## src/rtl/windowed_average_power_db_assert.svh

```systemverilog
// Assertion helpers shared by the RTL modules
`ifndef WINDOWED_AVERAGE_POWER_DB_ASSERT_SVH
`define WINDOWED_AVERAGE_POWER_DB_ASSERT_SVH

// Check that a condition holds on every clock out of reset
`define WAPD_ASSERT_ALWAYS(label, clk, rst_n, cond, msg) \
    label: assert property (@(posedge clk) disable iff (!rst_n) (cond)) else $error(msg);

// Check that a consequence holds in the same cycle as its trigger
`define WAPD_ASSERT_IMPLY(label, clk, rst_n, ante, cons, msg) \
    label: assert property (@(posedge clk) disable iff (!rst_n) (ante) |-> (cons)) else $error(msg);

`endif

```

## src/rtl/wapd_pkg.sv

```systemverilog
`timescale 1ns / 1ps

package wapd_pkg;

    // Sample format and default window limit
    localparam int unsigned SAMPLE_BITS            = 16;
    localparam int unsigned MAX_WINDOW_SAMPLES_DEF = 1048576;

    // Sample index counter, saturating at all ones
    localparam int unsigned INDEX_W = 24;
    localparam logic [INDEX_W-1:0] INDEX_MAX = '1;

    // Configuration registers
    localparam int unsigned US_W       = 16;
    localparam int unsigned RATE_W     = 8;
    localparam int unsigned CFG_IDX_W  = 2;
    localparam int unsigned CFG_DATA_W = 16;

    localparam logic [CFG_IDX_W-1:0] REG_WINDOW_START = 2'd0;
    localparam logic [CFG_IDX_W-1:0] REG_WINDOW_STOP  = 2'd1;
    localparam logic [CFG_IDX_W-1:0] REG_SAMPLE_RATE  = 2'd2;

    localparam logic [US_W-1:0]   WINDOW_START_RST = 16'd0;
    localparam logic [US_W-1:0]   WINDOW_STOP_RST  = 16'hFFFF;
    localparam logic [RATE_W-1:0] SAMPLE_RATE_RST  = 8'd80;

    // Squared magnitude widths
    localparam int unsigned SQ_W  = 2 * SAMPLE_BITS - 1;
    localparam int unsigned MAG_W = 2 * SAMPLE_BITS;

    // log2 engine: Q1.30 mantissa, 16 fraction bits of log2
    localparam int unsigned MANT_W = 31;
    localparam int unsigned FRAC_W = 16;
    localparam int unsigned STEP_W = $clog2(FRAC_W);
    localparam int unsigned NORM_JUMP = 8;

    // dB conversion
    localparam int unsigned K_W = 18;
    localparam logic [K_W-1:0] DB_PER_LOG2_Q16 = 18'd197283;
    localparam int unsigned DB_W      = 16;
    localparam int unsigned DB_FRAC_W = 8;
    localparam int unsigned RND_SHIFT = 2 * FRAC_W - DB_FRAC_W;
    localparam int          DB_FLOOR  = -25600;
    localparam int          DB_CEIL   = 1024;
    localparam int unsigned LOG_OFFSET_Q16 = (2 * (SAMPLE_BITS - 1)) << FRAC_W;

    // Capture queue between front and back
    localparam int unsigned QUEUE_DEPTH = 2;
    localparam int unsigned QLVL_W      = $clog2(QUEUE_DEPTH + 1);

    typedef struct packed {
        logic              not_empty;
        logic [QLVL_W-1:0] level;
    } wapd_q_status_t;

    typedef enum logic [2:0] {
        B_IDLE,
        B_NORM,
        B_SQUARE,
        B_DIFF,
        B_SCALE,
        B_ROUND,
        B_OUT
    } wapd_back_state_t;

endpackage

```

## src/rtl/wapd_queue.sv

```systemverilog
`timescale 1ns / 1ps
`include "windowed_average_power_db_assert.svh"

module wapd_queue
    import wapd_pkg::*;
#(
    parameter int unsigned DATA_W = 8
)
(
    input  logic              clk,
    input  logic              rst_n,
    input  logic              push,
    input  logic [DATA_W-1:0] push_data,
    input  logic              pop,
    output logic [DATA_W-1:0] pop_data,
    output wapd_q_status_t    status
);

    localparam int unsigned PTR_W = (QUEUE_DEPTH > 1) ? $clog2(QUEUE_DEPTH) : 1;
    localparam logic [PTR_W-1:0] PTR_LAST = PTR_W'(QUEUE_DEPTH - 1);

    logic [DATA_W-1:0] entry_reg [QUEUE_DEPTH];
    logic [PTR_W-1:0]  wr_ptr_reg, rd_ptr_reg;
    logic [QLVL_W-1:0] level_reg;

    // Store the pushed capture
    always_ff @(posedge clk)
    begin
        if (push)
        begin
            entry_reg[wr_ptr_reg] <= push_data;
        end
    end

    // Advance pointers and track the fill level
    always_ff @(posedge clk or negedge rst_n)
    begin
        if (!rst_n)
        begin
            wr_ptr_reg <= '0;
            rd_ptr_reg <= '0;
            level_reg  <= '0;
        end
        else
        begin
            if (push)
            begin
                wr_ptr_reg <= (wr_ptr_reg == PTR_LAST) ? '0 : wr_ptr_reg + PTR_W'(1);
            end
            if (pop)
            begin
                rd_ptr_reg <= (rd_ptr_reg == PTR_LAST) ? '0 : rd_ptr_reg + PTR_W'(1);
            end
            case ({push, pop})
                2'b10:   level_reg <= level_reg + QLVL_W'(1);
                2'b01:   level_reg <= level_reg - QLVL_W'(1);
                default: level_reg <= level_reg;
            endcase
        end
    end

    assign pop_data         = entry_reg[rd_ptr_reg];
    assign status.not_empty = (level_reg != '0);
    assign status.level     = level_reg;

    `WAPD_ASSERT_IMPLY(a_pop_nonempty, clk, rst_n, pop, level_reg != '0,
        "capture popped from an empty queue")

endmodule

```

## config.mk

```make
export PLATFORM = sky130hd
export DESIGN_NAME = wapd_queue
export DESIGN_NICKNAME = d
export VERILOG_FILES = /design/src/rtl/wapd_pkg.sv /design/src/rtl/wapd_queue.sv
export VERILOG_INCLUDE_DIRS = /design/src /design/src/rtl
export SDC_FILE = /design/constraint.sdc
export NUM_CORES = 1
export LEC_CHECK = 0
export BUFFER_PORTS_ARGS = -buffer_cell sky130_fd_sc_hd__buf_2
export CAP_MARGIN = 10
export CORE_UTILIZATION = 48
export CTS_CLUSTER_DIAMETER = 120
export DETAILED_ROUTE_END_ITERATION = 10
export PLACE_DENSITY = 0.78
export SLEW_MARGIN = 20
export SYNTH_ARGS = -nofsm -noshare
export SYNTH_HDL_FRONTEND = slang
export SYNTH_SLANG_ARGS = --single-unit
```

## constraint.sdc

```tcl
create_clock -name clk -period 1.35 [get_ports clk]
set_input_delay 0.135 -clock clk [delete_from_list [all_inputs] [get_ports clk]]
set_output_delay 0.135 -clock clk [all_outputs]
set_load 0.1 [all_outputs]
```

==> impl_metrics.json <==
{
  "areaGrowthSynthToFinish_pct": 43.0,
  "cts_tree": "done",
  "fin_nets": 87,
  "die-width_um": 41.7,
  "min_period_ps": 1470,
  "r2r-start": "wr_ptr_reg$_DFFE_PN0P_",
  "clkLatencyLatePin_ps": 290,
  "run_status": "finished, violations left",
  "hp-start": "push_data[7]",
  "gr-total-overflow": 0,
  "yosys_warnings": 0,
  "core_um2": 1380,
  "muxShareOfSynthArea_pct": 11.9,
  "min_path_type": "input pin to flop",
  "largest_register_ffs": 16,
  "design.portCount": 23,
  "setup_tns_ps": -863,
  "post-route-worst-setup-slack_ps": -116,
  "crit_type": "flop to output port",
  "layout_common_cells": "edfxtp_1, buf_2, buf_6, mux2_2, buf_4",
  "cts.sinks": 20,
  "wl_per_cell_um": 14.2,
  "drt-total-wl_mm": 1.25,
  "synth.distinct_cells": 11,
  "rsz0062_at_grt": "true",
  "syn_area_per_cell_um2": 18.9,
  "reg2reg_to": "entry_reg[1][2]$_DFFE_PP_",
  "use_met3_pct": 3.04,
  "grt_pass1_vias": 501,
  "antenna_found_initial": 0,
  "synthTopCellsByArea": "edfxtp_1, dfrtp_1, mux2_1, xor2_1, xnor2_1",
  "root_buffer": "clkbuf_4",
  "worstPathMaxFanout": 5,
  "synthAdderAreaFrac_pct": 1.66,
  "critPathRequiredTime_ps": 1220,
  "n_antenna_cell": 0,
  "grt_first_pass_wirelength_mm": 2.19,
  "syn_inst": 40,
  "r2r_cells": 1,
  "hold_depth": 1,
  "drc_errors": 0,
  "die-area_um2": 1740,
  "drv_slew": 0,
  "fmaxAchievable_mhz": 682,
  "start_kind": "flop",
  "yosysTopAreaCell": "edfxtp_1",
  "grtUsageTotal_pct": 17.4,
  "worst_ep_arrival_time_ps": 1330,
  "drv_cap": 0,
  "drive_gt1_share_pct": 60.3,
  "rows": 13,
  "globalRouteMet2Util_pct": 30.6,
  "syn_area_um2": 756,
  "r2r_slack_ps": 240,
  "slew_headroom_pct": 68.0,
  "fin_crit_sh_pct": 109,
  "cts_inserted_buffers": 3,
  "vias": 447,
  "clk_path_buf_depth": 2,
  "setup_viol": 8,
  "grt_max_degree": 12,
  "worstHoldEndpoint": "entry_reg[0][7]$_DFFE_PP_",
  "routabilityCongestion": 0.657,
  "die_h_um": 41.7,
  "drtIter0Drc": 12,
  "synth_compound_area_share_pct": 0,
  "path_clk_slew_ps": 100,
  "synth_largest_type_area_fraction_pct": 63.6,
  "yosysSeqAreaShare_pct": 76.8,
  "h-tree-depth": 1,
  "ant_nets": 0,
  "failed_checks": "setup timing",
  "dp_hpwl_um": 838,
  "worstMarginPinSlew_ps": 484,
  "viasPerCell": 5.08,
  "met1_usage_pct": 20.5,
  "synth_top_family_by_area": "multiplexers",
  "final.setup_skew_ps": 0.854,
  "grt_busiest_layer": "met2",
  "ys_ff_latch": 20,
  "final_common_cell": "edfxtp_1",
  "synthXorXnorAreaFrac_pct": 5.79,
  "first_pass_iters": 4,
  "hold_viol": 0,
  "port_buffers": 22,
  "synthSimpleGateAreaFrac_pct": 2.65,
  "critPathCaptureType": "output port",
  "start_util_pct": 54.7,
  "synth_fp_nets": 53
}
-- what timing repair did --
item | in CTS | in global routing
gates resized for setup | 29 | 4
hold endpoints to repair | 4 | 0
setup endpoints to repair | 9 | 9
hold buffers | 1 | 0
buffers inserted | 4 | 1
-- cells by family (layout without fill, tap and decap cells) --
| logic type | after synthesis | after routing |
|---|---|---|
| adders and majority gates | 1 | 1 |
| and+or+nand+nor | 4 | 4 |
| muxes | 8 | 8 |
| xor gates and xnor gates | 5 | 5 |
| DFF | 20 | 20 |
| buffers and inverters | 2 | 35 |
-- metal layers --
| layer | part of all wire, % | routed length (um) |
|---|---|---|
| met5 | 0 | 0 |
| met4 | 0.48 | 6 |
| met3 | 4.0 | 50 |
| met2 | 54 | 672 |
| met1 | 42 | 518 |
-- worst max-delay path by stage --
stage | cells past startpoint | to | start | slack [ps]
detailed placement | 2 | pop_data[7] | rd_ptr_reg$_DFFE_PN0P_ | -20
global placement | 2 | pop_data[5] | rd_ptr_reg$_DFFE_PN0P_ | 10
CTS | 3 | pop_data[6] | rd_ptr_reg$_DFFE_PN0P_ | -110
finish | 3 | pop_data[5] | rd_ptr_reg$_DFFE_PN0P_ | -120
global route | 3 | pop_data[1] | rd_ptr_reg$_DFFE_PN0P_ | -150
floorplan | 1 | status[2] | level_reg[0]$_DFFE_PN0P_ | -10
-- cells in the mapped netlist --
cell type	number
ha_1	1
buf_2	1
dfrtp_1	4
mux2_1	8
and2_1	1
inv_1	1
xnor2_1	2
or2_1	1
nor2_1	2
xor2_1	3
edfxtp_1	16
-- layout make-up --
type | count | area (um^2)
tap | 15 | 18.8
fill | 88 | 302
clock buffer | 4 | 26.3
multi-input combinational | 18 | 176
sequential | 20 | 584
timing repair buffer | 30 | 272
inverter | 1 | 3.75
-- critical path, stage by stage, from the launching register on --
cell and delay (ps):
dfrtp_2 390, buf_6 130, mux2_2 340, buf_6 190
-- through the flow --
stage | cell area (um^2) | hold WS, ps | util [%] | worst slack, ps | instances
floorplan | 758 | -161 | - | -11.0 | 40
global placement | 897 | -54.5 | 64.9 | 10.8 | 78
detailed placement | 897 | -52.9 | 64.9 | -19.7 | 78
CTS | 1060 | 18.0 | 76.5 | -115 | 87
global route | 1080 | 9.83 | 78.2 | -155 | 88
finish | 1080 | 29.0 | 78.2 | -116 | 88
Power is not shown: default switching activity piles up to over one toggle a cycle in this logic, so the estimate is an artifact.
