## src/rtl/windowed_average_power_db_assert.svh

```systemverilog
// Assertion helpers shared by the RTL modules
`ifndef WINDOWED_AVERAGE_POWER_DB_ASSERT_SVH
`define WINDOWED_AVERAGE_POWER_DB_ASSERT_SVH

// Check that a condition holds on every clock out of reset
`define WAPD_ASSERT_ALWAYS(label, clk, rst_n, cond, msg) \
    label: assert property (@(posedge clk) disable iff (!rst_n) (cond)) else $error(msg);

// Check that a consequence holds in the same cycle as its trigger
`define WAPD_ASSERT_IMPLY(label, clk, rst_n, ante, cons, msg) \
    label: assert property (@(posedge clk) disable iff (!rst_n) (ante) |-> (cons)) else $error(msg);

`endif

```

## src/rtl/wapd_pkg.sv

```systemverilog
`timescale 1ns / 1ps

package wapd_pkg;

    // Sample format and default window limit
    localparam int unsigned SAMPLE_BITS            = 16;
    localparam int unsigned MAX_WINDOW_SAMPLES_DEF = 1048576;

    // Sample index counter, saturating at all ones
    localparam int unsigned INDEX_W = 24;
    localparam logic [INDEX_W-1:0] INDEX_MAX = '1;

    // Configuration registers
    localparam int unsigned US_W       = 16;
    localparam int unsigned RATE_W     = 8;
    localparam int unsigned CFG_IDX_W  = 2;
    localparam int unsigned CFG_DATA_W = 16;

    localparam logic [CFG_IDX_W-1:0] REG_WINDOW_START = 2'd0;
    localparam logic [CFG_IDX_W-1:0] REG_WINDOW_STOP  = 2'd1;
    localparam logic [CFG_IDX_W-1:0] REG_SAMPLE_RATE  = 2'd2;

    localparam logic [US_W-1:0]   WINDOW_START_RST = 16'd0;
    localparam logic [US_W-1:0]   WINDOW_STOP_RST  = 16'hFFFF;
    localparam logic [RATE_W-1:0] SAMPLE_RATE_RST  = 8'd80;

    // Squared magnitude widths
    localparam int unsigned SQ_W  = 2 * SAMPLE_BITS - 1;
    localparam int unsigned MAG_W = 2 * SAMPLE_BITS;

    // log2 engine: Q1.30 mantissa, 16 fraction bits of log2
    localparam int unsigned MANT_W = 31;
    localparam int unsigned FRAC_W = 16;
    localparam int unsigned STEP_W = $clog2(FRAC_W);
    localparam int unsigned NORM_JUMP = 8;

    // dB conversion
    localparam int unsigned K_W = 18;
    localparam logic [K_W-1:0] DB_PER_LOG2_Q16 = 18'd197283;
    localparam int unsigned DB_W      = 16;
    localparam int unsigned DB_FRAC_W = 8;
    localparam int unsigned RND_SHIFT = 2 * FRAC_W - DB_FRAC_W;
    localparam int          DB_FLOOR  = -25600;
    localparam int          DB_CEIL   = 1024;
    localparam int unsigned LOG_OFFSET_Q16 = (2 * (SAMPLE_BITS - 1)) << FRAC_W;

    // Capture queue between front and back
    localparam int unsigned QUEUE_DEPTH = 2;
    localparam int unsigned QLVL_W      = $clog2(QUEUE_DEPTH + 1);

    typedef struct packed {
        logic              not_empty;
        logic [QLVL_W-1:0] level;
    } wapd_q_status_t;

    typedef enum logic [2:0] {
        B_IDLE,
        B_NORM,
        B_SQUARE,
        B_DIFF,
        B_SCALE,
        B_ROUND,
        B_OUT
    } wapd_back_state_t;

endpackage

```

## src/rtl/wapd_front.sv

```systemverilog
`timescale 1ns / 1ps
`include "windowed_average_power_db_assert.svh"

module wapd_front
    import wapd_pkg::*;
#(
    parameter int unsigned MAX_WINDOW_SAMPLES = MAX_WINDOW_SAMPLES_DEF,
    parameter int unsigned CNT_W = $clog2(MAX_WINDOW_SAMPLES + 1),
    parameter int unsigned SUM_W = MAG_W + CNT_W - 1
)
(
    input  logic                  clk,
    input  logic                  rst_n,
    input  logic                  cfg_valid,
    output logic                  cfg_ready,
    input  logic [CFG_IDX_W-1:0]  cfg_index,
    input  logic [CFG_DATA_W-1:0] cfg_data,
    input  logic                  in_valid,
    output logic                  in_ready,
    input  logic signed [SAMPLE_BITS-1:0] i_sample,
    input  logic signed [SAMPLE_BITS-1:0] q_sample,
    input  logic                  last_sample,
    input  wapd_q_status_t        q_status,
    output logic                  push,
    output logic [SUM_W-1:0]      push_sum,
    output logic [CNT_W-1:0]      push_cnt
);

    localparam logic [CNT_W-1:0]   CNT_MAX      = CNT_W'(MAX_WINDOW_SAMPLES);
    localparam logic [INDEX_W-1:0] STOP_IDX_RST =
        INDEX_W'(WINDOW_STOP_RST) * INDEX_W'(SAMPLE_RATE_RST);
    localparam int unsigned ROOM_W = QLVL_W + 1;

    logic [US_W-1:0]    start_us_reg, stop_us_reg;
    logic [RATE_W-1:0]  rate_reg;
    logic [INDEX_W-1:0] start_idx_reg, stop_idx_reg;
    logic [INDEX_W-1:0] start_prod, stop_prod;
    logic               settle_reg;

    logic [INDEX_W-1:0] idx_reg;
    logic [CNT_W-1:0]   cnt_reg;
    logic [SUM_W-1:0]   sum_reg;

    logic               a_valid_reg, a_hit_reg, a_last_reg;
    logic [SQ_W-1:0]    a_isq_reg, a_qsq_reg;
    logic [CNT_W-1:0]   a_cnt_reg;

    logic               cfg_write, accept, hit, room;
    logic [CNT_W-1:0]   cnt_inc;
    logic signed [MAG_W-1:0] i_sq_full, q_sq_full;
    logic [MAG_W-1:0]   mag;
    logic [SUM_W-1:0]   sum_total;

    // Take register writes every cycle
    assign cfg_ready = 1'b1;
    assign cfg_write = cfg_valid && cfg_ready;

    always_ff @(posedge clk or negedge rst_n)
    begin
        if (!rst_n)
        begin
            start_us_reg <= WINDOW_START_RST;
            stop_us_reg  <= WINDOW_STOP_RST;
            rate_reg     <= SAMPLE_RATE_RST;
            settle_reg   <= 1'b0;
        end
        else
        begin
            settle_reg <= cfg_write;
            if (cfg_write)
            begin
                unique case (cfg_index)
                    REG_WINDOW_START: start_us_reg <= cfg_data;
                    REG_WINDOW_STOP:  stop_us_reg  <= cfg_data;
                    REG_SAMPLE_RATE:  rate_reg     <= cfg_data[RATE_W-1:0];
                    default: ;
                endcase
            end
        end
    end

    // Convert window bounds from microseconds to sample indices
    assign start_prod = INDEX_W'(start_us_reg) * INDEX_W'(rate_reg);
    assign stop_prod  = INDEX_W'(stop_us_reg) * INDEX_W'(rate_reg);

    always_ff @(posedge clk or negedge rst_n)
    begin
        if (!rst_n)
        begin
            start_idx_reg <= '0;
            stop_idx_reg  <= STOP_IDX_RST;
        end
        else
        begin
            start_idx_reg <= start_prod;
            stop_idx_reg  <= stop_prod;
        end
    end

    // Hold off requests while bounds settle or the queue may overflow
    assign room = (ROOM_W'(q_status.level) + ROOM_W'(a_valid_reg && a_last_reg))
                  < ROOM_W'(QUEUE_DEPTH);
    assign in_ready = !settle_reg && room;
    assign accept   = in_valid && in_ready;

    // Classify the request against the window
    assign hit = (idx_reg != INDEX_MAX) && (idx_reg >= start_idx_reg)
                 && (idx_reg < stop_idx_reg) && (cnt_reg < CNT_MAX);
    assign cnt_inc = cnt_reg + CNT_W'(hit);

    assign i_sq_full = i_sample * i_sample;
    assign q_sq_full = q_sample * q_sample;

    // Advance index and count; clear them after the last sample
    always_ff @(posedge clk or negedge rst_n)
    begin
        if (!rst_n)
        begin
            idx_reg     <= '0;
            cnt_reg     <= '0;
            a_valid_reg <= 1'b0;
            a_hit_reg   <= 1'b0;
            a_last_reg  <= 1'b0;
        end
        else
        begin
            a_valid_reg <= accept;
            if (accept)
            begin
                a_hit_reg  <= hit;
                a_last_reg <= last_sample;
                if (last_sample)
                begin
                    idx_reg <= '0;
                    cnt_reg <= '0;
                end
                else
                begin
                    if (idx_reg != INDEX_MAX)
                    begin
                        idx_reg <= idx_reg + INDEX_W'(1);
                    end
                    cnt_reg <= cnt_inc;
                end
            end
        end
    end

    // Capture squares of the accepted sample
    always_ff @(posedge clk)
    begin
        if (accept)
        begin
            a_isq_reg <= i_sq_full[SQ_W-1:0];
            a_qsq_reg <= q_sq_full[SQ_W-1:0];
            a_cnt_reg <= cnt_inc;
        end
    end

    // Accumulate; hand the capture totals to the queue on the last sample
    assign mag       = MAG_W'(a_isq_reg) + MAG_W'(a_qsq_reg);
    assign sum_total = sum_reg + (a_hit_reg ? SUM_W'(mag) : '0);

    always_ff @(posedge clk or negedge rst_n)
    begin
        if (!rst_n)
        begin
            sum_reg <= '0;
        end
        else if (a_valid_reg)
        begin
            sum_reg <= a_last_reg ? '0 : sum_total;
        end
    end

    assign push     = a_valid_reg && a_last_reg;
    assign push_sum = sum_total;
    assign push_cnt = a_cnt_reg;

    `WAPD_ASSERT_ALWAYS(a_cnt_limit, clk, rst_n, cnt_reg <= CNT_MAX,
        "summed count passed the window limit")
    `WAPD_ASSERT_IMPLY(a_push_room, clk, rst_n, push,
        q_status.level < QLVL_W'(QUEUE_DEPTH), "capture pushed into a full queue")

endmodule

```

## config.mk

```make
export PLATFORM = sky130hd
export DESIGN_NAME = wapd_front
export DESIGN_NICKNAME = d
export VERILOG_FILES = /design/src/rtl/wapd_pkg.sv /design/src/rtl/wapd_front.sv
export VERILOG_INCLUDE_DIRS = /design/src /design/src/rtl
export SDC_FILE = /design/constraint.sdc
export NUM_CORES = 2
export LEC_CHECK = 0
export BUFFER_PORTS_ARGS = -buffer_cell sky130_fd_sc_hd__buf_2
export CORE_ASPECT_RATIO = 1.25
export CORE_MARGIN = 5
export CORE_UTILIZATION = 54
export CTS_BUF_LIST = sky130_fd_sc_hd__clkbuf_4 sky130_fd_sc_hd__clkbuf_8 sky130_fd_sc_hd__clkbuf_16
export DETAILED_ROUTE_END_ITERATION = 8
export GPL_TIMING_DRIVEN = 0
export PLACE_DENSITY_LB_ADDON = 0.15
export SYNTH_ARGS = -nofsm -noshare
export SYNTH_HDL_FRONTEND = slang
export SYNTH_SLANG_ARGS = --single-unit
```

## constraint.sdc

```tcl
create_clock -name clk -period 12.7 [get_ports clk]
set_input_delay 0.635 -clock clk [delete_from_list [all_inputs] [get_ports clk]]
set_output_delay 0.635 -clock clk [all_outputs]
set_load 0.01 [all_outputs]
```

==> results.md <==
- Ratio of final minimum period to clock period: 58.5%
- 1st-pass router iterations: 5
- Launch point of the worst reg-to-reg path: a_isq_reg[3]
- Result of the run: finished clean
- TritonCTS clock tree: yes
- Hpwl dp: around 80 mm
- Number of synthesized flops with an enable pin: slightly above 80
- Total number of yosys warnings: 0
- ANT nets after route: 0
- Commonest register cell after synthesis: sky130_fd_sc_hd__dfrtp_1
- F_max: ~130 MHz
- Setup repair after global routing missed its margin: no
- Via count of the first global-routing pass: 30535
- Critical Path Sink Type: flip-flop
- Maximum buffer depth of the clock tree: 3
- Slew @ Worst Pin: approximately 1.0 ns
- Initial core utilization: 54.5%
- First-pass GRT wire length: 157 mm
- Post-CTS Resized: 0
- Via/cell ratio: approximately 5.4
- Number of setup buffers added after CTS: 0
- WL per Instance: 18.0 um
- Die extent in x: ~250 um
- Setup crit start kind: input port
- Cell accounting for the most synthesized area: sky130_fd_sc_hd__fa_1
- GP Congestion: 0.914
- Post-layout min period: 7.42 ns
- Fin. Hold Viols: 0
- Total congestion overflow: 0
- Hold_sp: cfg_valid
- Overall fraction of global-route tracks in use: between 20% and 30%
- DRC violation count after routing: 0
- Top cells by area in the synthesized netlist: sky130_fd_sc_hd__fa_1 (32%), sky130_fd_sc_hd__ha_1 (12%), sky130_fd_sc_hd__dfrtp_1 (9.8%)
- Core footprint: slightly above 0.07 mm^2
- Setup tns final: 0 ns
- TritonCTS sink count: between 200 and 300
- P&R area growth vs syn: 7.21%
- Total via count in the routed design: between 20000 and 30000
- #FFs+latches synth: 270
- Hold Crit Class: input port to flip-flop
- Class of the most critical setup path: input port to flip-flop
- Worst slew slack as a fraction of its limit: around 30%
- Final nets: approximately 5400
- Synth Area per Inst: approximately 9.5 um^2
- Fraction of layout instances using a drive strength above 1: approximately 6.9%
- Number of primary I/O pins: about 130
- Required time of the worst setup path: around 13 ns
- Max-cap viol count: 0
- Sequential share of the synthesized area: between 10% and 20%
- Insertion delay of the later-clocked pin in the worst-skew pair: 0.60 ns
- Fin Clk Skew: between 0.02 and 0.025 ns
- Reg clk slew, reported paths: around 0.060 ns
- Port buffer count: 124
- Iter 0 DRT Violations: about 1600
- Number of diodes: 0
- Instance count of the mapped netlist: a little over 4000
- Start point of the critical path: q_sample[12]
- Pin count of the biggest net entering global routing: between 80 and 90
- Cell area after synthesis: 0.0394 mm^2
- Number of flip-flops in the largest register: 52
- Leading cell type by number of instances after synthesis: sky130_fd_sc_hd__inv_1
- Final Max Slew Viols: 0
- List of most frequent post-synthesis cells: sky130_fd_sc_hd__inv_1 (911), sky130_fd_sc_hd__fa_1 (627), sky130_fd_sc_hd__nand2_1 (393), sky130_fd_sc_hd__ha_1 (376), sky130_fd_sc_hd__and2_1 (219)
- Data arrival time of the worst path: between 7 and 8 ns
- Total number of H-tree levels: 1
- Final Routed Wirelength: roughly 95 mm
- Area share of the largest cell type after synthesis: approximately a third
- Die height: between 300 and 400 um
- Number of antenna violations at the first check in global routing: 1
- Total CTS buffers: 29
- Die ar.: between 0.07 and 0.08 mm^2
- Final count of negative-setup-slack endpoints: 0
- Hold Buf Count CTS: 1
- Cell Rows: 110
- Unique cell type count in the Yosys netlist: between 80 and 90
- FFs w/ async S/R, synth: a little over two thirds
- Root Buffer Master: sky130_fd_sc_hd__clkbuf_16
- Syn Nets: between 5000 and 6000
- Critical path peak fanout: 9
kinds of logic (layout without fill, tap and decap cells):
group,after synthesis,after routing,share of synthesized area (%)
DFF,270,270,18.3
other,1,1,0.00952
buffers and inverters,1033,1215,9.88
xor gates and xnor gates,221,221,4.91
muxes,45,45,1.28
and+or+nand+nor,1033,1033,12.7
adders and majority gates,1003,1003,43.8
AOI/OAI and AO/OA,543,543,9.13
per-layer routing:
metal	up-vias	share of wire [%]	routed length, um	track usage [%]
met5	-	0.0074	7	0
li1	13311	-	-	-
met2	568	54	51400	46.7
met1	14286	38	35900	29.1
met3	203	3.6	3420	2.32
met4	2	4.5	4240	9.63
stage by stage:
stage	util [%]	cell area, um^2	worst slack [ns]	cells	hold slack (ns)
4_1_cts	58.4	42200	5.37	5283	0.225
5_1_grt	58.4	42200	4.96	5283	0.229
2_1_floorplan	-	39400	5.85	4149	0.339
3_5_place_dp	57.2	41300	4.75	5228	0.481
6_report	58.4	42200	5.28	5283	0.254
3_3_place_gp	57.0	41200	4.76	5225	0.469
cell usage in the layout (no fill, tap or decap), drive strengths merged, types with 20 or more instances in the layout:
| master | n |
|---|---|
| inv | 914 |
| fa | 627 |
| nand2 | 394 |
| ha | 376 |
| and2 | 219 |
| nor2 | 177 |
| xnor2 | 159 |
| dfrtp | 155 |
| buf | 141 |
| clkbuf | 135 |
| a21oi | 134 |
| o21ai | 125 |
| edfxtp | 81 |
| a21o | 79 |
| xor2 | 62 |
| nand3 | 53 |
| mux2 | 43 |
| and3 | 40 |
| dfstp | 34 |
| a22o | 30 |
| nor2b | 27 |
| o21a | 23 |
| nor3 | 23 |
| nand2b | 22 |
| or3 | 22 |
| clkinv | 21 |
| o21bai | 20 |
| o31ai | 20 |
final cells by class:
| type | count | area (um^2) |
|---|---|---|
| plain buffers | 114 | 444 |
| inverters | 919 | 3450 |
| fillers | 6525 | 30000 |
| clock inverters | 19 | 126 |
| repair buffers | 128 | 723 |
| well taps | 952 | 1190 |
| flip-flops and latches | 270 | 7200 |
| multi-input cells | 2846 | 28300 |
| clock buffers | 35 | 790 |
worst paths after layout:
path,slack (ns),cells after the start,endpoint
setup / recovery,5.28,23,a_qsq_reg[29]
hold / removal,0.25,1,settle_reg
setup reg to reg,6.78,19,sum_reg[36]
hold reg to reg,0.50,2,cnt_reg[0]
max in group asynchronous,11.10,4,sum_reg[37]
min in group asynchronous,0.52,2,rate_reg[0]
critical path, stage by stage:
cell and delay (ns):
sky130_fd_sc_hd__clkbuf_1 0.43, sky130_fd_sc_hd__clkinv_1 0.59, sky130_fd_sc_hd__nor2_1 0.35, sky130_fd_sc_hd__ha_1 0.30, sky130_fd_sc_hd__xor2_1 0.19, sky130_fd_sc_hd__fa_1 0.56
sky130_fd_sc_hd__fa_1 0.52, sky130_fd_sc_hd__inv_1 0.05, sky130_fd_sc_hd__fa_1 0.49, sky130_fd_sc_hd__fa_1 0.49, sky130_fd_sc_hd__inv_1 0.05, sky130_fd_sc_hd__fa_1 0.47
sky130_fd_sc_hd__inv_1 0.04, sky130_fd_sc_hd__ha_1 0.33, sky130_fd_sc_hd__and3_1 0.21, sky130_fd_sc_hd__and3_1 0.19, sky130_fd_sc_hd__a21oi_1 0.16, sky130_fd_sc_hd__a21oi_1 0.10
sky130_fd_sc_hd__o31ai_1 0.35, sky130_fd_sc_hd__a211oi_1 0.18, sky130_fd_sc_hd__o41ai_1 0.56, sky130_fd_sc_hd__or4b_1 0.49, sky130_fd_sc_hd__o311ai_1 0.10
Power is not shown: default switching activity piles up to over one toggle a cycle in this logic, so the estimate is an artifact.
