==> src/rtl/windowed_average_power_db_assert.svh <==
// Assertion helpers shared by the RTL modules
`ifndef WINDOWED_AVERAGE_POWER_DB_ASSERT_SVH
`define WINDOWED_AVERAGE_POWER_DB_ASSERT_SVH

// Check that a condition holds on every clock out of reset
`define WAPD_ASSERT_ALWAYS(label, clk, rst_n, cond, msg) \
    label: assert property (@(posedge clk) disable iff (!rst_n) (cond)) else $error(msg);

// Check that a consequence holds in the same cycle as its trigger
`define WAPD_ASSERT_IMPLY(label, clk, rst_n, ante, cons, msg) \
    label: assert property (@(posedge clk) disable iff (!rst_n) (ante) |-> (cons)) else $error(msg);

`endif

==> src/rtl/wapd_pkg.sv <==
`timescale 1ns / 1ps

package wapd_pkg;

    // Sample format and default window limit
    localparam int unsigned SAMPLE_BITS            = 16;
    localparam int unsigned MAX_WINDOW_SAMPLES_DEF = 1048576;

    // Sample index counter, saturating at all ones
    localparam int unsigned INDEX_W = 24;
    localparam logic [INDEX_W-1:0] INDEX_MAX = '1;

    // Configuration registers
    localparam int unsigned US_W       = 16;
    localparam int unsigned RATE_W     = 8;
    localparam int unsigned CFG_IDX_W  = 2;
    localparam int unsigned CFG_DATA_W = 16;

    localparam logic [CFG_IDX_W-1:0] REG_WINDOW_START = 2'd0;
    localparam logic [CFG_IDX_W-1:0] REG_WINDOW_STOP  = 2'd1;
    localparam logic [CFG_IDX_W-1:0] REG_SAMPLE_RATE  = 2'd2;

    localparam logic [US_W-1:0]   WINDOW_START_RST = 16'd0;
    localparam logic [US_W-1:0]   WINDOW_STOP_RST  = 16'hFFFF;
    localparam logic [RATE_W-1:0] SAMPLE_RATE_RST  = 8'd80;

    // Squared magnitude widths
    localparam int unsigned SQ_W  = 2 * SAMPLE_BITS - 1;
    localparam int unsigned MAG_W = 2 * SAMPLE_BITS;

    // log2 engine: Q1.30 mantissa, 16 fraction bits of log2
    localparam int unsigned MANT_W = 31;
    localparam int unsigned FRAC_W = 16;
    localparam int unsigned STEP_W = $clog2(FRAC_W);
    localparam int unsigned NORM_JUMP = 8;

    // dB conversion
    localparam int unsigned K_W = 18;
    localparam logic [K_W-1:0] DB_PER_LOG2_Q16 = 18'd197283;
    localparam int unsigned DB_W      = 16;
    localparam int unsigned DB_FRAC_W = 8;
    localparam int unsigned RND_SHIFT = 2 * FRAC_W - DB_FRAC_W;
    localparam int          DB_FLOOR  = -25600;
    localparam int          DB_CEIL   = 1024;
    localparam int unsigned LOG_OFFSET_Q16 = (2 * (SAMPLE_BITS - 1)) << FRAC_W;

    // Capture queue between front and back
    localparam int unsigned QUEUE_DEPTH = 2;
    localparam int unsigned QLVL_W      = $clog2(QUEUE_DEPTH + 1);

    typedef struct packed {
        logic              not_empty;
        logic [QLVL_W-1:0] level;
    } wapd_q_status_t;

    typedef enum logic [2:0] {
        B_IDLE,
        B_NORM,
        B_SQUARE,
        B_DIFF,
        B_SCALE,
        B_ROUND,
        B_OUT
    } wapd_back_state_t;

endpackage

==> src/rtl/wapd_back.sv <==
`timescale 1ns / 1ps
`include "windowed_average_power_db_assert.svh"

module wapd_back
    import wapd_pkg::*;
#(
    parameter int unsigned CNT_W = 21,
    parameter int unsigned SUM_W = MAG_W + CNT_W - 1
)
(
    input  logic                   clk,
    input  logic                   rst_n,
    input  wapd_q_status_t         q_status,
    output logic                   pop,
    input  logic [SUM_W-1:0]       pop_sum,
    input  logic [CNT_W-1:0]       pop_cnt,
    output logic                   out_valid,
    input  logic                   out_ready,
    output logic signed [DB_W-1:0] power_db,
    output logic                   status
);

    localparam int unsigned E_W   = $clog2(SUM_W);
    localparam int unsigned LOG_W = E_W + FRAC_W;
    localparam int unsigned D_W   = LOG_W + 2;
    localparam int unsigned P_W   = D_W + K_W + 1;

    wapd_back_state_t state_reg, state_next;

    logic [SUM_W-1:0]  x_reg, x_next;
    logic [E_W-1:0]    e_reg, e_next;
    logic [MANT_W-1:0] m_reg, m_next;
    logic [FRAC_W-1:0] frac_reg, frac_next;
    logic [STEP_W-1:0] step_reg, step_next;
    logic              op_cnt_reg, op_cnt_next;
    logic [LOG_W-1:0]  log_sum_reg, log_sum_next;
    logic [CNT_W-1:0]  cnt_hold_reg, cnt_hold_next;
    logic signed [D_W-1:0] d_reg, d_next;
    logic signed [P_W-1:0] prod_reg, prod_next;
    logic [DB_W-1:0]   res_db_reg, res_db_next;
    logic              res_status_reg, res_status_next;

    logic              out_valid_reg;
    logic [DB_W-1:0]   power_db_reg;
    logic              status_reg;
    logic              out_load;

    logic [2*MANT_W-1:0]   sq_full;
    logic [MANT_W:0]       sq_hi;
    logic [P_W-1:0]        prod_abs, rnd_mag;
    logic signed [P_W-1:0] q_val, q_clamped;

    // Square the mantissa for one log2 fraction bit
    assign sq_full = m_reg * m_reg;
    assign sq_hi   = sq_full[2*MANT_W-1 : MANT_W-1];

    // Round the scaled product to Q7.8, half away from zero, and clamp
    always_comb
    begin
        prod_abs = prod_reg[P_W-1] ? P_W'(-prod_reg) : P_W'(prod_reg);
        rnd_mag  = (prod_abs + (P_W'(1) << (RND_SHIFT - 1))) >> RND_SHIFT;
        q_val    = prod_reg[P_W-1] ? $signed(-rnd_mag) : $signed(rnd_mag);
        if (q_val < $signed(P_W'(DB_FLOOR)))
        begin
            q_clamped = $signed(P_W'(DB_FLOOR));
        end
        else if (q_val > $signed(P_W'(DB_CEIL)))
        begin
            q_clamped = $signed(P_W'(DB_CEIL));
        end
        else
        begin
            q_clamped = q_val;
        end
    end

    // Sequence the log2, difference, scale and round steps
    always_comb
    begin
        state_next      = state_reg;
        x_next          = x_reg;
        e_next          = e_reg;
        m_next          = m_reg;
        frac_next       = frac_reg;
        step_next       = step_reg;
        op_cnt_next     = op_cnt_reg;
        log_sum_next    = log_sum_reg;
        cnt_hold_next   = cnt_hold_reg;
        d_next          = d_reg;
        prod_next       = prod_reg;
        res_db_next     = res_db_reg;
        res_status_next = res_status_reg;
        pop             = 1'b0;
        out_load        = 1'b0;
        unique case (state_reg)
            B_IDLE:
            begin
                if (q_status.not_empty)
                begin
                    pop           = 1'b1;
                    cnt_hold_next = pop_cnt;
                    x_next        = pop_sum;
                    e_next        = E_W'(SUM_W - 1);
                    op_cnt_next   = 1'b0;
                    if (pop_cnt == '0)
                    begin
                        res_db_next     = '0;
                        res_status_next = 1'b1;
                        state_next      = B_OUT;
                    end
                    else if (pop_sum == '0)
                    begin
                        res_db_next     = DB_W'(DB_FLOOR);
                        res_status_next = 1'b0;
                        state_next      = B_OUT;
                    end
                    else
                    begin
                        state_next = B_NORM;
                    end
                end
            end
            B_NORM:
            begin
                if (x_reg[SUM_W-1])
                begin
                    m_next     = x_reg[SUM_W-1 -: MANT_W];
                    frac_next  = '0;
                    step_next  = STEP_W'(FRAC_W - 1);
                    state_next = B_SQUARE;
                end
                else if (x_reg[SUM_W-1 -: NORM_JUMP] == '0)
                begin
                    x_next = x_reg << NORM_JUMP;
                    e_next = e_reg - E_W'(NORM_JUMP);
                end
                else
                begin
                    x_next = x_reg << 1;
                    e_next = e_reg - E_W'(1);
                end
            end
            B_SQUARE:
            begin
                frac_next[step_reg] = sq_hi[MANT_W];
                m_next    = sq_hi[MANT_W] ? sq_hi[MANT_W:1] : sq_hi[MANT_W-1:0];
                step_next = step_reg - STEP_W'(1);
                if (step_reg == '0)
                begin
                    if (!op_cnt_reg)
                    begin
                        log_sum_next = {e_reg, frac_next};
                        x_next       = SUM_W'(cnt_hold_reg);
                        e_next       = E_W'(SUM_W - 1);
                        op_cnt_next  = 1'b1;
                        state_next   = B_NORM;
                    end
                    else
                    begin
                        state_next = B_DIFF;
                    end
                end
            end
            B_DIFF:
            begin
                d_next = $signed(D_W'(log_sum_reg)) - $signed(D_W'({e_reg, frac_reg}))
                         - $signed(D_W'(LOG_OFFSET_Q16));
                state_next = B_SCALE;
            end
            B_SCALE:
            begin
                prod_next  = d_reg * $signed({1'b0, DB_PER_LOG2_Q16});
                state_next = B_ROUND;
            end
            B_ROUND:
            begin
                res_db_next     = q_clamped[DB_W-1:0];
                res_status_next = 1'b0;
                state_next      = B_OUT;
            end
            B_OUT:
            begin
                if (!out_valid_reg || out_ready)
                begin
                    out_load   = 1'b1;
                    state_next = B_IDLE;
                end
            end
            default:
            begin
                state_next = B_IDLE;
            end
        endcase
    end

    always_ff @(posedge clk or negedge rst_n)
    begin
        if (!rst_n)
        begin
            state_reg  <= B_IDLE;
            op_cnt_reg <= 1'b0;
        end
        else
        begin
            state_reg  <= state_next;
            op_cnt_reg <= op_cnt_next;
        end
    end

    always_ff @(posedge clk)
    begin
        x_reg          <= x_next;
        e_reg          <= e_next;
        m_reg          <= m_next;
        frac_reg       <= frac_next;
        step_reg       <= step_next;
        log_sum_reg    <= log_sum_next;
        cnt_hold_reg   <= cnt_hold_next;
        d_reg          <= d_next;
        prod_reg       <= prod_next;
        res_db_reg     <= res_db_next;
        res_status_reg <= res_status_next;
    end

    // Hold the result in the output register until it is taken
    always_ff @(posedge clk or negedge rst_n)
    begin
        if (!rst_n)
        begin
            out_valid_reg <= 1'b0;
        end
        else if (out_load)
        begin
            out_valid_reg <= 1'b1;
        end
        else if (out_ready)
        begin
            out_valid_reg <= 1'b0;
        end
    end

    always_ff @(posedge clk)
    begin
        if (out_load)
        begin
            power_db_reg <= res_db_reg;
            status_reg   <= res_status_reg;
        end
    end

    assign out_valid = out_valid_reg;
    assign power_db  = $signed(power_db_reg);
    assign status    = status_reg;

    `WAPD_ASSERT_IMPLY(a_empty_zero, clk, rst_n, out_valid_reg && status_reg,
        power_db_reg == '0, "empty-window result with nonzero power")
    `WAPD_ASSERT_IMPLY(a_db_range, clk, rst_n, out_valid_reg && !status_reg,
        ($signed(power_db_reg) >= $signed(DB_W'(DB_FLOOR)))
        && ($signed(power_db_reg) <= $signed(DB_W'(DB_CEIL))),
        "power result outside the dB range")

endmodule

==> config.mk <==
export PLATFORM = sky130hd
export DESIGN_NAME = wapd_back
export DESIGN_NICKNAME = d
export VERILOG_FILES = /design/src/rtl/wapd_pkg.sv /design/src/rtl/wapd_back.sv
export VERILOG_INCLUDE_DIRS = /design/src /design/src/rtl
export SDC_FILE = /design/constraint.sdc
export NUM_CORES = 2
export LEC_CHECK = 0
export BUFFER_PORTS_ARGS = -buffer_cell sky130_fd_sc_hd__clkbuf_2
export CORE_MARGIN = 1.5
export CORE_UTILIZATION = 53
export DETAILED_ROUTE_END_ITERATION = 8
export PLACE_DENSITY = 0.8
export SLEW_MARGIN = 25
export SYNTH_ARGS = -nofsm -noshare
export SYNTH_HDL_FRONTEND = slang
export SYNTH_SLANG_ARGS = --single-unit
==> constraint.sdc <==
create_clock -name clk -period 24.8 [get_ports clk]
set_input_delay 6.2 -clock clk [delete_from_list [all_inputs] [get_ports clk]]
set_output_delay 6.2 -clock clk [all_outputs]
set_load 0.01 [all_outputs]
==> flow_summary.rst <==
.. list-table::
   :header-rows: 1

   * - Metric
     - Value
   * - Run status
     - finished, violations left
   * - Violated checks
     - design-rule violations
   * - Depth of the worst register-to-register path
     - 32
   * - Cell type contributing the most total cell area after synthesis
     - sky130_fd_sc_hd__fa_1
   * - Number of nets in the layout
     - 6362
   * - Synthesized-area fraction occupied by ao, oa, aoi and oai cells
     - 6.788%
   * - Final hold vios
     - 0
   * - Net count of the mapped netlist
     - 6342
   * - Leftover overflow at the end of global routing
     - 0
   * - Cell chosen for the clock root
     - sky130_fd_sc_hd__clkbuf_16
   * - Die X
     - 302.5 µm
   * - Flop-to-flop setup slack
     - 14.13 ns
   * - Pins Over Slew Limit
     - 0
   * - Hold Crit Class
     - flip-flop to flip-flop
   * - Launch point of the worst reg-to-reg path
     - m_reg[6]$_DFFE_PP_
   * - Highest achievable clock rate
     - 71.90 MHz
   * - Setup-violating endpoint count in the final report
     - 0
   * - Largest register FFs
     - 52
   * - Final Util
     - 56.66%
   * - # rows
     - 109
   * - Initial antenna violation count
     - 0
   * - H-Tree Level Count
     - 1
   * - Per-cell routed wire length
     - 17.77 µm
   * - Post-detail-place hpwl
     - 87020 µm
   * - Cell with the most instances after synthesis
     - sky130_fd_sc_hd__inv_1
   * - Synthesized area divided by synthesized cell count
     - 9.684 µm²
   * - Share of synthesized cell area in and, or, nand and nor gates
     - 11.51%
   * - Core outline area
     - 0.08865 mm²
   * - Area added between synthesis and finish
     - 5.651%
   * - Starting Density
     - 53.63%
   * - Post-CTS repair timing setup buffer count
     - 0
   * - Minimum period implied by the final worst setup slack
     - 13.91 ns
   * - Post-route setup slack
     - 10.89 ns
   * - Worst endpoint data arrival time
     - 7.71 ns
   * - MaxCap Viol Count
     - 0
   * - Critical path type
     - primary input to primary output
   * - Slowest stage cell on the critical path
     - sky130_fd_sc_hd__inv_1
   * - Vias per cell
     - 5.420
   * - Overall routed net length
     - 108600 µm
   * - Largest fanout of any net on the critical path
     - 22
   * - Relative max-transition margin
     - 31.67%
   * - Cell depth of the worst min-delay path
     - 0
   * - Skew final
     - 0.02192 ns
   * - Router iterations before antenna repair
     - 9
   * - Warnings from Yosys
     - 0
   * - RSZ-0062 raised after global routing
     - false
   * - Share of the cycle needed by the critical path after routing
     - 56.08%
   * - Synth top area cells
     - sky130_fd_sc_hd__fa_1 (36%), sky130_fd_sc_hd__edfxtp_1 (16%), sky130_fd_sc_hd__ha_1 (13%)
   * - Number of flops mapped to enable cells by yosys
     - 253
   * - First-pass GRT wire length
     - 181100 µm
   * - Clock slew seen by the registers of the worst setup and hold paths
     - 0.06 ns
   * - Final RePlAce weighted congestion
     - 0.9124
   * - Count of buffer and inverter cells on the critical path
     - 3
   * - Area taken by flip-flops and latches
     - 0.007722 mm²
   * - Cells traversed along the worst timing path
     - clkbuf_2 > nor2b_1 > nand2_1 > inv_1 > clkbuf_2
   * - Combinational family with the most area after synthesis
     - adder cells
   * - Floorplan die area
     - 0.09150 mm²
   * - Filler Cells Inserted
     - 7419
   * - Area occupied by multi-input gates
     - 0.03431 mm²
   * - Combined global-route utilization of all metal layers
     - 24.87%
   * - Post-synthesis xor/xnor area fraction
     - 3.222%
   * - Data required, critical path
     - 18.60 ns
   * - Num CTS Buffers
     - 27
   * - CTS tree
     - yes
   * - Cell types with the highest counts after synthesis
     - sky130_fd_sc_hd__inv_1 (1331), sky130_fd_sc_hd__fa_1 (859), sky130_fd_sc_hd__ha_1 (495), sky130_fd_sc_hd__nand2_1 (434), sky130_fd_sc_hd__edfxtp_1 (253)
   * - Largest net degree at the start of global routing
     - 62
   * - Setup TNS
     - 0 ns
   * - Number of buffers inserted by hold repair at cts
     - 0
   * - Later-pin clock latency in the skew report
     - 0.59 ns
   * - Family with the most delay on the worst path
     - buffers and inverters
   * - Ports
     - 98
   * - Antenna violation net count after detailed routing
     - 0
   * - Post-synth top flop
     - sky130_fd_sc_hd__edfxtp_1
   * - Startpoint types
     - primary input
   * - Share of final-layout standard cells stronger than drive strength 1
     - 5.155%
   * - Maximum count of clock buffers along a single path
     - 3
   * - TritonCTS sink count
     - 258
   * - Gate count after technology mapping
     - 4909
   * - Mux cell area share after synthesis
     - 1.237%
   * - Number of register bits inferred by synthesis
     - 258
   * - Proportion of synthesized chip area in sequential cells
     - 16.24%
   * - Post-Place Setup Slack
     - 10.93 ns
   * - Hold path startpoint
     - res_db_reg[13]$_SDFFCE_PP0P_
   * - DRC errors left
     - 6
   * - Post-Synth Adder-Cell Area
     - 49.20%
   * - Slowest stage delay, CP
     - 0.73 ns
   * - Portion of synthesized cell area occupied by the leading cell type
     - 36.17%
   * - Die Span Y
     - 302.5 µm
   * - Type of destination of the critical path
     - primary output
   * - Destination of the worst hold path
     - power_db[13]$_DFFE_PP_
   * - Most used cell along the critical path
     - sky130_fd_sc_hd__clkbuf_2
   * - Number of distinct library cells after synthesis
     - 97
   * - Summed instance area of the synthesized netlist
     - 0.04754 mm²
   * - Post-synthesis async set-or-reset flop share
     - 1.938%
   * - Number of port buffers
     - 95
   * - FF-to-FF End
     - m_reg[11]$_DFFE_PP_
   * - Detailed Route Iter0 Violations
     - 2103
   * - Total via count in the routed design
     - 33130
   * - CTS resizes
     - 0
   * - Slew of the pin with the lowest slew margin
     - 0.9992 ns
   * - Number of global-route vias before repair
     - 35840
cells in the final DEF (no fill, tap or decap), types with 12 or more instances in the layout:
cell                        count
sky130_fd_sc_hd__a21o_1        44
sky130_fd_sc_hd__a21oi_1      100
sky130_fd_sc_hd__a22oi_1       16
sky130_fd_sc_hd__a31oi_1       26
sky130_fd_sc_hd__and2_1       214
sky130_fd_sc_hd__and3_1        16
sky130_fd_sc_hd__buf_4         46
sky130_fd_sc_hd__clkbuf_16     27
sky130_fd_sc_hd__clkbuf_2      95
sky130_fd_sc_hd__edfxtp_1     253
sky130_fd_sc_hd__fa_1         859
sky130_fd_sc_hd__ha_1         495
sky130_fd_sc_hd__inv_1       1331
sky130_fd_sc_hd__mux2i_1       52
sky130_fd_sc_hd__nand2_1      434
sky130_fd_sc_hd__nand2b_1      23
sky130_fd_sc_hd__nand3_1       47
sky130_fd_sc_hd__nand4_1       15
sky130_fd_sc_hd__nor2_1       156
sky130_fd_sc_hd__nor2b_1       26
sky130_fd_sc_hd__nor3_1        38
sky130_fd_sc_hd__nor4_1        27
sky130_fd_sc_hd__o21ai_0      139
sky130_fd_sc_hd__o21bai_1      12
sky130_fd_sc_hd__or2_2         15
sky130_fd_sc_hd__or3_1         17
sky130_fd_sc_hd__xnor2_1      117
sky130_fd_sc_hd__xor2_1        54
through the flow:
step           hold WS [ns]  std cells  area, µm²
2_1_floorplan        0.4003       4909      47540
5_1_grt              0.4294       6112      50220
6_report             0.4170       6113      50220
4_1_cts              0.4185       6111      50190
3_3_place_gp         0.4056       6064      49310
3_5_place_dp         0.4045       6064      49320
final cells by class:
cell class / instances / share of cell area (%)
clock buffers: 31 / 1.375
multi-input cells: 3165 / 68.32
inverters: 1335 / 9.977
clock inverters: 16 / 0.3587
flip-flops and latches: 258 / 15.38
diodes: 1 / 0.004982
well taps: 1165 / 2.902
repair buffers: 142 / 1.689
worst max-delay path by stage:
stage	startpoint	endpoint	slack, ns	depth (start not counted)
final	q_status[2]	pop	10.89	5
after global routing	q_status[2]	pop	10.82	5
after CTS	q_status[2]	pop	10.91	5
after detailed placement	q_status[2]	pop	10.93	5
after global placement	q_status[2]	pop	10.96	5
after floorplan	q_status[2]	pop	11.68	3
layer usage:
layer  vias to the layer above  global-route usage (%)  share of wire, %
met4                         0                   6.349               2.8
met3                       214                   3.179               7.3
met2                      1157                   43.21                50
li1                      15210                       -                 -
met5                         -                       0                 0
met1                     16550                   33.08                40
worst register-to-register path: cells and delay by family, from the launching register on:
kind / cells / cell delay [ns]
buf+inv: 10 / 1.78
simple gates: 6 / 1.89
xor+xnor: 1 / 0.59
flops: 1 / 0.32
fa+ha+maj: 9 / 4.46
compound gates: 6 / 1.42
logic make-up after synthesis:
logic type / Yosys count
AOI/OAI and AO/OA: 486
and+or+nand+nor: 1094
muxes: 57
xor gates and xnor gates: 174
buffers and inverters: 1486
DFF: 258
adders and majority gates: 1354
Power is not shown: default switching activity piles up to over one toggle a cycle in this logic, so the estimate is an artifact.
